## config.mk

```make
export PLATFORM = sky130hd
export DESIGN_NAME = scs_ctrl
export DESIGN_NICKNAME = d
export VERILOG_FILES = /design/src/design/scs_pkg.sv /design/src/design/scs_ctrl.sv
export SDC_FILE = /design/constraint.sdc
export NUM_CORES = 1
export LEC_CHECK = 0
export BUFFER_PORTS_ARGS = -buffer_cell sky130_fd_sc_hd__buf_4
export CORE_MARGIN = 2
export CORE_UTILIZATION = 40
export CTS_CLUSTER_DIAMETER = 60
export DETAILED_ROUTE_END_ITERATION = 8
export SLEW_MARGIN = 30
export SYNTH_ARGS = -nofsm -noshare
export SYNTH_HDL_FRONTEND = slang
export SYNTH_SLANG_ARGS = --single-unit
```

## constraint.sdc

```tcl
create_clock -name clk_i -period 4.7 [get_ports clk_i]
set_input_delay 0.235 -clock clk_i [delete_from_list [all_inputs] [get_ports clk_i]]
set_output_delay 0.235 -clock clk_i [all_outputs]
set_load 0.05 [all_outputs]
```

## src/design/scs_pkg.sv

```systemverilog
`default_nettype none

package scs_pkg;

  // table sizes
  localparam int CIRCLE_SLOTS   = 4;
  localparam int TRIANGLE_SLOTS = 4;
  localparam int MAX_SLOTS      = (CIRCLE_SLOTS > TRIANGLE_SLOTS) ? CIRCLE_SLOTS
                                                                  : TRIANGLE_SLOTS;
  localparam int CIDX_W = (CIRCLE_SLOTS > 1) ? $clog2(CIRCLE_SLOTS) : 1;
  localparam int TIDX_W = (TRIANGLE_SLOTS > 1) ? $clog2(TRIANGLE_SLOTS) : 1;
  localparam int OP_W   = $clog2(MAX_SLOTS + 1);

  // field and datapath widths
  localparam int CMD_W     = 2;
  localparam int SLOT_W    = 2;
  localparam int COORD_W   = 16;
  localparam int DIFF_W    = COORD_W + 1;
  localparam int PROD_W    = 2 * DIFF_W;
  localparam int SUM_W     = PROD_W + 1;
  localparam int CNT_W     = 32;
  localparam int USED_W    = 3;
  localparam int LANES     = 6;
  localparam int S_TDATA_W = 104;
  localparam int M_TDATA_W = 72;

  // configuration port
  localparam int CFG_IDX_W = 2;
  localparam logic [CFG_IDX_W-1:0] CFG_CIRCLES_USED   = 2'd0;
  localparam logic [CFG_IDX_W-1:0] CFG_TRIANGLES_USED = 2'd1;

  // item kinds carried on tuser
  typedef enum logic [CMD_W-1:0] {
    CMD_LOAD_CIRCLE = 2'd0,
    CMD_LOAD_TRI    = 2'd1,
    CMD_TEST        = 2'd2,
    CMD_CLEAR       = 2'd3
  } cmd_e;

  // controller to datapath commands
  typedef struct packed {
    logic            load_circle;
    logic            load_tri;
    logic            clear_cnt;
    logic            start;
    logic            issue;
    logic            issue_circle;
    logic [OP_W-1:0] op_slot;
    logic            finish;
  } scs_cmd_t;

endpackage

`default_nettype wire

```

## src/design/scs_ctrl.sv

```systemverilog
`default_nettype none

module scs_ctrl (
  input  wire logic                          clk_i,
  input  wire logic                          rst_ni,
  input  wire logic                          s_axis_tvalid,
  output logic                               s_axis_tready,
  input  wire logic [scs_pkg::CMD_W-1:0]     s_axis_tuser,
  input  wire logic                          cfg_we_i,
  input  wire logic [scs_pkg::CFG_IDX_W-1:0] cfg_idx_i,
  input  wire logic [scs_pkg::USED_W-1:0]    cfg_data_i,
  input  wire logic                          out_free_i,
  output scs_pkg::scs_cmd_t                  cmd_o
);
  import scs_pkg::*;

  localparam logic [2:0] ST_IDLE  = 3'd0;
  localparam logic [2:0] ST_CIRC  = 3'd1;
  localparam logic [2:0] ST_TRI   = 3'd2;
  localparam logic [2:0] ST_DRAIN = 3'd3;
  localparam logic [2:0] ST_DONE  = 3'd4;

  logic [2:0]        state_q, state_d;
  logic [OP_W-1:0]   op_q, op_d, op_inc;
  logic              drn_q, drn_d;
  logic [USED_W-1:0] circ_used_q, tri_used_q;
  logic [OP_W-1:0]   nc, nt;
  logic              accept;

  // configuration registers
  always_ff @(posedge clk_i or negedge rst_ni) begin
    if (!rst_ni) begin
      circ_used_q <= '0;
      tri_used_q  <= '0;
    end else if (cfg_we_i) begin
      if (cfg_idx_i == CFG_CIRCLES_USED) circ_used_q <= cfg_data_i;
      if (cfg_idx_i == CFG_TRIANGLES_USED) tri_used_q <= cfg_data_i;
    end
  end

  // active slot counts, clipped to the table sizes
  assign nc = (int'(circ_used_q) < CIRCLE_SLOTS) ? OP_W'(circ_used_q) : OP_W'(CIRCLE_SLOTS);
  assign nt = (int'(tri_used_q) < TRIANGLE_SLOTS) ? OP_W'(tri_used_q)
                                                  : OP_W'(TRIANGLE_SLOTS);

  assign s_axis_tready = (state_q == ST_IDLE);
  assign accept        = s_axis_tvalid && s_axis_tready;
  assign op_inc        = op_q + OP_W'(1);

  // sequencer: one shape per cycle, circles first, then triangles
  always_comb begin
    state_d = state_q;
    op_d    = op_q;
    drn_d   = drn_q;
    cmd_o   = '0;
    cmd_o.op_slot = op_q;
    case (state_q)
      ST_IDLE: begin
        if (accept) begin
          case (s_axis_tuser)
            CMD_LOAD_CIRCLE: cmd_o.load_circle = 1'b1;
            CMD_LOAD_TRI:    cmd_o.load_tri = 1'b1;
            CMD_CLEAR:       cmd_o.clear_cnt = 1'b1;
            CMD_TEST: begin
              cmd_o.start = 1'b1;
              op_d  = '0;
              drn_d = 1'b0;
              if (nc != '0) state_d = ST_CIRC;
              else if (nt != '0) state_d = ST_TRI;
              else state_d = ST_DRAIN;
            end
            default: ;
          endcase
        end
      end
      ST_CIRC: begin
        cmd_o.issue        = 1'b1;
        cmd_o.issue_circle = 1'b1;
        if (op_inc == nc) begin
          op_d    = '0;
          state_d = (nt != '0) ? ST_TRI : ST_DRAIN;
        end else begin
          op_d = op_inc;
        end
      end
      ST_TRI: begin
        cmd_o.issue = 1'b1;
        if (op_inc == nt) begin
          op_d    = '0;
          state_d = ST_DRAIN;
        end else begin
          op_d = op_inc;
        end
      end
      ST_DRAIN: begin
        // wait for the last shape to leave the product and compare stages
        drn_d = 1'b1;
        if (drn_q) state_d = ST_DONE;
      end
      ST_DONE: begin
        if (out_free_i) begin
          cmd_o.finish = 1'b1;
          state_d      = ST_IDLE;
        end
      end
      default: state_d = ST_IDLE;
    endcase
  end

  always_ff @(posedge clk_i or negedge rst_ni) begin
    if (!rst_ni) begin
      state_q <= ST_IDLE;
      op_q    <= '0;
      drn_q   <= 1'b0;
    end else begin
      state_q <= state_d;
      op_q    <= op_d;
      drn_q   <= drn_d;
    end
  end

endmodule

`default_nettype wire

```

* Word-level counts from Yosys, hierarchy flattened
Cells that the tools add are included.
** Storage, ports and cells
- Bits in registers :: 13
- Output and inout bits :: 11
- Logic and storage cells :: 67
** Operators by class
- Add/subtract/negate cells :: 1
- $lt $le $gt $ge :: 2
- Equal/unequal tests :: 16
- Muxes and demuxes :: 29
- Reductions and logical operators :: 14
** Operator list (number)
- 2-to-1 mux 3 bit :: 13
- one-hot mux 3 bit (5 select lines) :: 1
- 2-to-1 mux 1 bit :: 11
- one-hot mux 3 bit (3 select lines) :: 1
- nonzero test 3 bit :: 3
- 2-to-1 mux 4 bit :: 2
- inequality test 2 bit (second input constant) :: 4
- equality test 3 x 2 -> 1 bit (second input constant) :: 2
- equality test 3 bit :: 2
- less-than comparator 3 bit (second input constant) :: 2
- AND reduction 3 bit :: 2
- AND reduction 6 bit :: 1
- equality test 2 x 1 -> 1 bit (second input constant) :: 2
- equality test 2 bit (second input constant) :: 2
- logical NOT 2 bit :: 2
- inequality test 2 x 1 -> 1 bit (second input constant) :: 2
- AND reduction 2 bit :: 2
- adder 3 x 1 -> 3 bit (second input constant) :: 1
- equality test 3 x 1 -> 1 bit (second input constant) :: 1
- equality test 3 bit (second input constant) :: 1
- logical NOT 3 bit :: 1
- one-hot mux 1 bit (2 select lines) :: 1
- nonzero test 2 bit :: 1
- OR reduction 2 bit :: 1
- logical AND 1 bit :: 1

* Logic depth before layout (Yosys ltp)
Gate-level depths: netlist of run 1.
- Depth in word-level cells :: 8
- Gate-level depth with buffers :: 6
- Mapped depth without buffers :: 6

* Least setup slack after synthesis of run 1
OpenSTA, ideal clock, no wires.
- Path type :: reg-to-output
- Start point :: register state_q[0]
- End point :: output port cmd_o[7] in the netlist's numbering
- Arrival :: 2643 ps
- Data required time :: 4465 ps
- Setup slack :: 1822 ps
- Stages on the path, launching flop included :: 5
- Path buffers :: 1
- Cells stage by stage :: dfrtp_1 buf_2 nor3_1 nand3_1 nor2_1
** RTL lines
- from (decl) :: RTL line scs_ctrl.sv:23 : logic [2:0] state_q, state_d;
- from (signal assigned) :: RTL line scs_ctrl.sv:116 : state_q <= state_d;
- to (decl) :: RTL line scs_ctrl.sv:13 : output scs_pkg::scs_cmd_t cmd_o

* Final worst setup path of run 1
- Start point :: register op_q[0]
- End point :: register state_q[2]
** On the way
- Cells in the longest elaborated chain, start to end :: 4
- Elaborated cells on any way between the ends :: 6
** Ends and longest elaborated chain
- from (decl) :: RTL line scs_ctrl.sv:24 : logic [OP_W-1:0] op_q, op_d, op_inc;
- from (signal assigned) :: RTL line scs_ctrl.sv:117 : op_q <= op_d;
- adder 3 x 1 -> 3 bit (*) :: RTL line scs_ctrl.sv:48 : assign op_inc = op_q + OP_W'(1);
- equality test 3 bit (on tied branches) :: RTL line scs_ctrl.sv:88, scs_ctrl.sv:79
- inequality test 2 bit (no line)
- AND reduction 6 bit (no line) (*)
Mark *: on every way between the ends. The rest lies on a longest branch, timed or not.
A chain may end at the register's enable or synchronous reset.

==> results of run 1 <==
## where the power goes
part           switching, W  internal (W)
registers         0.0000604      0.000149
logic              0.000296      0.000189
clock network     0.0000378     0.0000330
total              0.000394      0.000371
## stage by stage
stage	instance area [um2]	hold WS, ns	util, %	worst slack [ns]
2_1_floorplan	821	-0.0606	-	1.82
3_3_place_gp	1010	0.0888	51.9	2.66
3_5_place_dp	1010	0.0893	51.9	2.62
4_1_cts	1040	0.186	53.7	2.61
5_1_grt	1040	0.184	53.7	2.44
6_report	1040	0.189	53.7	2.59
## critical path, cell delays in order (launching register included)
cell,delay (ns)
dfrtp_1,0.47
ha_1,0.29
xor2_2,0.21
and3b_2,0.25
a2111oi_4,0.48
or2_1,0.20
o21ai_0,0.09
## state kept, by name (all words and copies together), names as in the netlist
signal       flops
circ_used_q      3
state_q          3
op_q             3
drn_q            1
tri_used_q       3
## layer usage
layer  GRT usage, %  share of wire (%)  vias to the layer above  routed length, um
li1               -                  -                      334                  -
met5              0                  0                        -                  0
met1           20.7                 50                      305                807
met4           8.57                2.1                        0                 35
met2           20.9                 45                       21                726
met3           3.68                3.6                        5                 59
## repair_timing
action	CTS	global route
endpoints found under the hold margin	13	0
buffers inserted	0	0
hold buffers	1	0
## synthesized netlist by cell type, drive strengths merged (3+ instances only)
cell type	instances	share of area (%)
and3	3	2.3
dfrtp	13	40
inv	3	1.4
mux2	6	8.2
nand2	3	1.4
nand3b	3	2.7
nor2	6	2.7
nor3	3	1.8
nor4	3	4.1
o21ai	5	3.0
xnor2	3	3.2
xor2	3	4.1
## how the worst min path moves through the flow
| stage | from | endpoint | depth (start not counted) | slack, ns |
|---|---|---|---|---|
| 3_5_place_dp | rst_ni | state_q[1]$_DFFE_PN0P_ | 1 | 0.09 |
| 4_1_cts | cfg_data_i[1] | circ_used_q[1]$_DFFE_PN0P_ | 2 | 0.19 |
| 2_1_floorplan | rst_ni | circ_used_q[0]$_DFFE_PN0P_ | 0 | -0.06 |
| 3_3_place_gp | rst_ni | drn_q$_DFFE_PN0P_ | 1 | 0.09 |
| 6_report | cfg_data_i[1] | circ_used_q[1]$_DFFE_PN0P_ | 2 | 0.19 |
| 5_1_grt | cfg_data_i[2] | tri_used_q[2]$_DFFE_PN0P_ | 2 | 0.18 |
## final cells by class
class	count	area, um2
clock buffer	4	26.3
inverter	3	11.3
sequential	13	325
multi-input combinational	60	472
timing repair buffer	23	175
fill	186	898
tap	27	33.8
## cells by family after synthesis
group,after synthesis,synth area share [%]
buffers and inverters,5,2.90
flip-flops,13,39.6
AND/OR/NAND/NOR,30,22.4
AO/OA/AOI/OAI,17,18.0
XOR/XNOR,6,7.32
multiplexers,6,8.23
adder cells (fa/ha/maj),1,1.52
==> flow_summary.toml, run 1 <==
[global_routing]
antenna_found_initial = 0
grt_pass1_wl_um = 2700
grt_pass1_vias = 622
grt_max_degree = 14
grt.total_usage_pct = 15.0
grt_overflow = 0

[clocking]
cts_htree_levels = 1
clock-sinks = 13
post_cts_resized = 0
worstSkewPairLatency_ns = 0.28
clockBufferDepth = 2
numCtsBuffers = 3
cts_tree = "yes"
clk_pin_slew_worst_paths_ns = 0.08
cts_root_buf = "clkbuf_4"

[routing]
vias = 665
first_iter_violations = 7
vias_per_cell = 5.12
wl_per_cell_um = 12.5
drc = 0
firstDrtPassIters = 4
ant_nets = 0
wirelength_um = 1630

[sta]
finalCriticalPeriod_ns = 2.11
finalHoldViolations = 0
worst_pin_slew_ns = 0.450
slew_headroom_pct = 69.8
tns_ns = 0
fmax_mhz = 473
setup_viol = 0
rsz0062_at_grt = "no"
finalClockSkew_ns = 0.00204
slew_viol_final = 0
min_period_over_period_pct = 45.0

[power]
finalPower_w = 0.000765
p_leak_nw = 0.479
power_density_nw_per_um2 = 733
vdd_drop_max_mv = 0.363

[worst_setup_path]
critPathArrivalTime_ns = 2.27
cp-start-kind = "register"
reg2reg_slack_ns = 2.59
reg2reg_depth = 6
path_class = "reg -> reg"
r2r-start = "op_q[0]$_DFFE_PN0P_"
startpoint = "op_q[0]$_DFFE_PN0P_"
cp_max_fo = 7
r2r_end = "state_q[2]$_DFFE_PN0P_"
worstSetupEndpoint = "state_q[2]$_DFFE_PN0P_"
end_kind = "register"
required_ns = 4.86

[place]
place_congestion = 0.728
place_hpwl_um = 1300
placedCellCount = 125
port-buffer-count = 22

[run]
maxCapViolations = 0

[logic_synthesis]
netlist_area_um2 = 821
syn_inst = 78
synth_cell_types = 36
synth_fp_nets = 91
synth-edff-count = 0
ys_warn_count = 0
yosysSeqAreaShare_pct = 39.6
avgSynthCellArea_um2 = 10.5
synthFlopType = "dfrtp_1"
async_reset_ff_share_pct = 100
synth-seq-cells = 13

[floorplanning]
die_h_um = 49.3
core_um2 = 1940
dieArea_um2 = 2430
io-pin-count = 23
initial_core_util_pct = 42.3
placementRows = 16
die_w_um = 49.3

[cells_and_area]
layout_commonest_cell = "buf_4"
fin_cells = 130
antenna_cells = 0
layout-drive-gt1-share_pct = 37.9
areaGrowthSynthToFinish_pct = 27.1
layout_common_cells = "buf_4, dfrtp_1, nor2_1, mux2_2, o21ai_0"
num-nets-final = 117

[worst_hold_path]
hp-class = "in -> reg"

[run_status]
status = "complete, no violations"
Note: power is estimated with default switching activity, not from simulation.
==> inputs of run 2 (changes only) <==
--- a/config.mk
+++ b/config.mk
@@ -10,6 +10,7 @@
 export CORE_UTILIZATION = 40
 export CTS_CLUSTER_DIAMETER = 60
 export DETAILED_ROUTE_END_ITERATION = 8
+export PLACE_DENSITY = 0.66
 export SLEW_MARGIN = 30
 export SYNTH_ARGS = -nofsm -noshare
 export SYNTH_HDL_FRONTEND = slang
==> constraint.sdc (replaced) <==
create_clock -name clk_i -period 1.8 [get_ports clk_i]
set_input_delay 0.09 -clock clk_i [delete_from_list [all_inputs] [get_ports clk_i]]
set_output_delay 0.09 -clock clk_i [all_outputs]
set_load 0.05 [all_outputs]
==> flow_summary.toml, run 2 (synthesized netlist as in run 1, its figures left out) <==
[run_status]
status = "finished with violations"
violations = "negative setup slack"

[power]
pwr-share-comb_pct = 67.9
power_density_nw_per_um2 = 1950
vdd_drop_max_mv = 1.20
finalPower_w = 0.00220
clkPwrFrac_pct = 8.3
pwr-share-seq_pct = 23.8
switching_power_w = 0.00109
switching_share_pct = 49.7
p_leak_nw = 0.513
internal_power_w = 0.00111

[clocking]
clk_pin_slew_worst_paths_ns = 0.08
cts_root_buf = "clkbuf_4"
cts_htree_levels = 1
numCtsBuffers = 3
clock-sinks = 13
worstSkewPairLatency_ns = 0.27
cts_tree = "yes"
clockBufferDepth = 2

[worst_setup_path]
cp_top_family = "compound AO/OA/AOI/OAI gates"
critPathArrivalTime_ns = 2.05
cp-start-kind = "register"
startpoint = "op_q[0]$_DFFE_PN0P_"
critPathMaxStageDelay_ns = 0.43
r2r_end = "state_q[0]$_DFFE_PN0P_"
r2r-start = "op_q[0]$_DFFE_PN0P_"
path_class = "reg -> reg"
critical_path_buf_inv_count = 0
end_kind = "register"
crit_path_top_delay_cell = "dfrtp_2"
required_ns = 1.95
reg2reg_depth = 6
cp_max_fo = 6
reg2reg_slack_ns = -0.1
cp.depth = 6
worstPathCellList = "ha_4 > xor2_2 > and3b_2 > a2111oi_4 > or2_1 > o41ai_2"
worstSetupEndpoint = "state_q[0]$_DFFE_PN0P_"

[floorplanning]
dieArea_um2 = 2430
core_um2 = 1940
die_w_um = 49.3
io-pin-count = 23
initial_core_util_pct = 42.3
die_h_um = 49.3
placementRows = 16

[cells_and_area]
antenna_cells = 0
layout-drive-gt1-share_pct = 48.2
fill_cells = 181
fin_cells = 137
num-nets-final = 124
areaGrowthSynthToFinish_pct = 37.5
layout_common_cells = "buf_4, dfrtp_1, mux2_2, nor2_1, o21ai_0"
layout_commonest_cell = "buf_4"

[sta]
setup_slack_ns = -0.0978
min_period_over_period_pct = 105
slew_viol_final = 0
finalHoldViolations = 0
finalClockSkew_ns = 0.00107
worst_pin_slew_ns = 0.495
finalCriticalPeriod_ns = 1.90
tns_ns = -0.333
rsz0062_at_grt = "yes"
setup_viol = 5
fmax_mhz = 527
slew_headroom_pct = 66.9

[routing]
wl_per_cell_um = 12.9
firstDrtPassIters = 4
vias = 709
first_iter_violations = 6
drc = 0
ant_nets = 0
vias_per_cell = 5.18
wirelength_um = 1770

[worst_hold_path]
hp-start = "cfg_data_i[2]"
hold_depth = 2
hp-class = "in -> reg"

[run]
maxCapViolations = 0

[global_routing]
grt.total_usage_pct = 15.7
grt_max_degree = 14
grt_overflow = 0
antenna_found_initial = 0
grt_pass1_vias = 640
grt_pass1_wl_um = 2930

[place]
place_hpwl_um = 1410
placedCellCount = 131
port-buffer-count = 22
place_congestion = 0.799
==> run 2: cell count changes in the layout (fill, tap and decap cells not counted), sizes merged <==
| cell | delta |
|---|---|
| buf | +7 |
==> run 2: metrics by stage <==
stage          setup WS (ns)  hold slack (ns)  util [%]  instance area (um2)
2_1_floorplan         -0.166           -0.206         -                  853
3_3_place_gp         -0.0489          -0.0568      55.9                 1080
3_5_place_dp         -0.0923          -0.0522      55.9                 1080
4_1_cts              -0.0909           0.0500      58.1                 1130
5_1_grt               -0.158           0.0512      58.1                 1130
6_report             -0.0978           0.0515      58.1                 1130
==> run 2: cell type report <==
class | count | area, um2 | area share, %
Sequential cell | 13 | 328 | 29.0
Inverter | 3 | 11.3 | 0.998
Clock buffer | 4 | 26.3 | 2.33
Multi-Input combinational cell | 60 | 502 | 44.5
Tap cell | 27 | 33.8 | 2.99
Timing Repair Buffer | 30 | 228 | 20.2
==> run 2: timing repair <==
item,4_1_cts,5_1_grt
hold endpoints to repair,13,0
hold buffers,1,0
setup buffers,1,0
endpoints found under the setup margin,6,6
gates resized for setup,1,0
pin swaps,0,0
==> run 2: power groups by stage <==
stage          Clock [W]  Sequential [W]  Combinational, W
5_1_grt         0.000198        0.000538           0.00161
4_1_cts         0.000187        0.000526           0.00150
6_report        0.000183        0.000523           0.00149
3_3_place_gp           0        0.000527           0.00146
3_5_place_dp           0        0.000532           0.00148
2_1_floorplan          0        0.000581           0.00102
==> run 2: worst min path at each step <==
| stage | endpoint | slack [ns] |
|---|---|---|
| 2_1_floorplan | circ_used_q[0]$_DFFE_PN0P_ | -0.21 |
| 6_report | tri_used_q[2]$_DFFE_PN0P_ | 0.05 |
| 5_1_grt | tri_used_q[1]$_DFFE_PN0P_ | 0.05 |
| 3_3_place_gp | drn_q$_DFFE_PN0P_ | -0.06 |
| 3_5_place_dp | state_q[2]$_DFFE_PN0P_ | -0.05 |
| 4_1_cts | tri_used_q[2]$_DFFE_PN0P_ | 0.05 |
==> run 2: metal layers <==
| layer | routed length (um) | GRT usage [%] |
|---|---|---|
| met5 | 0 | 0 |
| met4 | 0 | 4.29 |
| met3 | 72 | 3.37 |
| met2 | 877 | 24.3 |
| met1 | 819 | 21.9 |
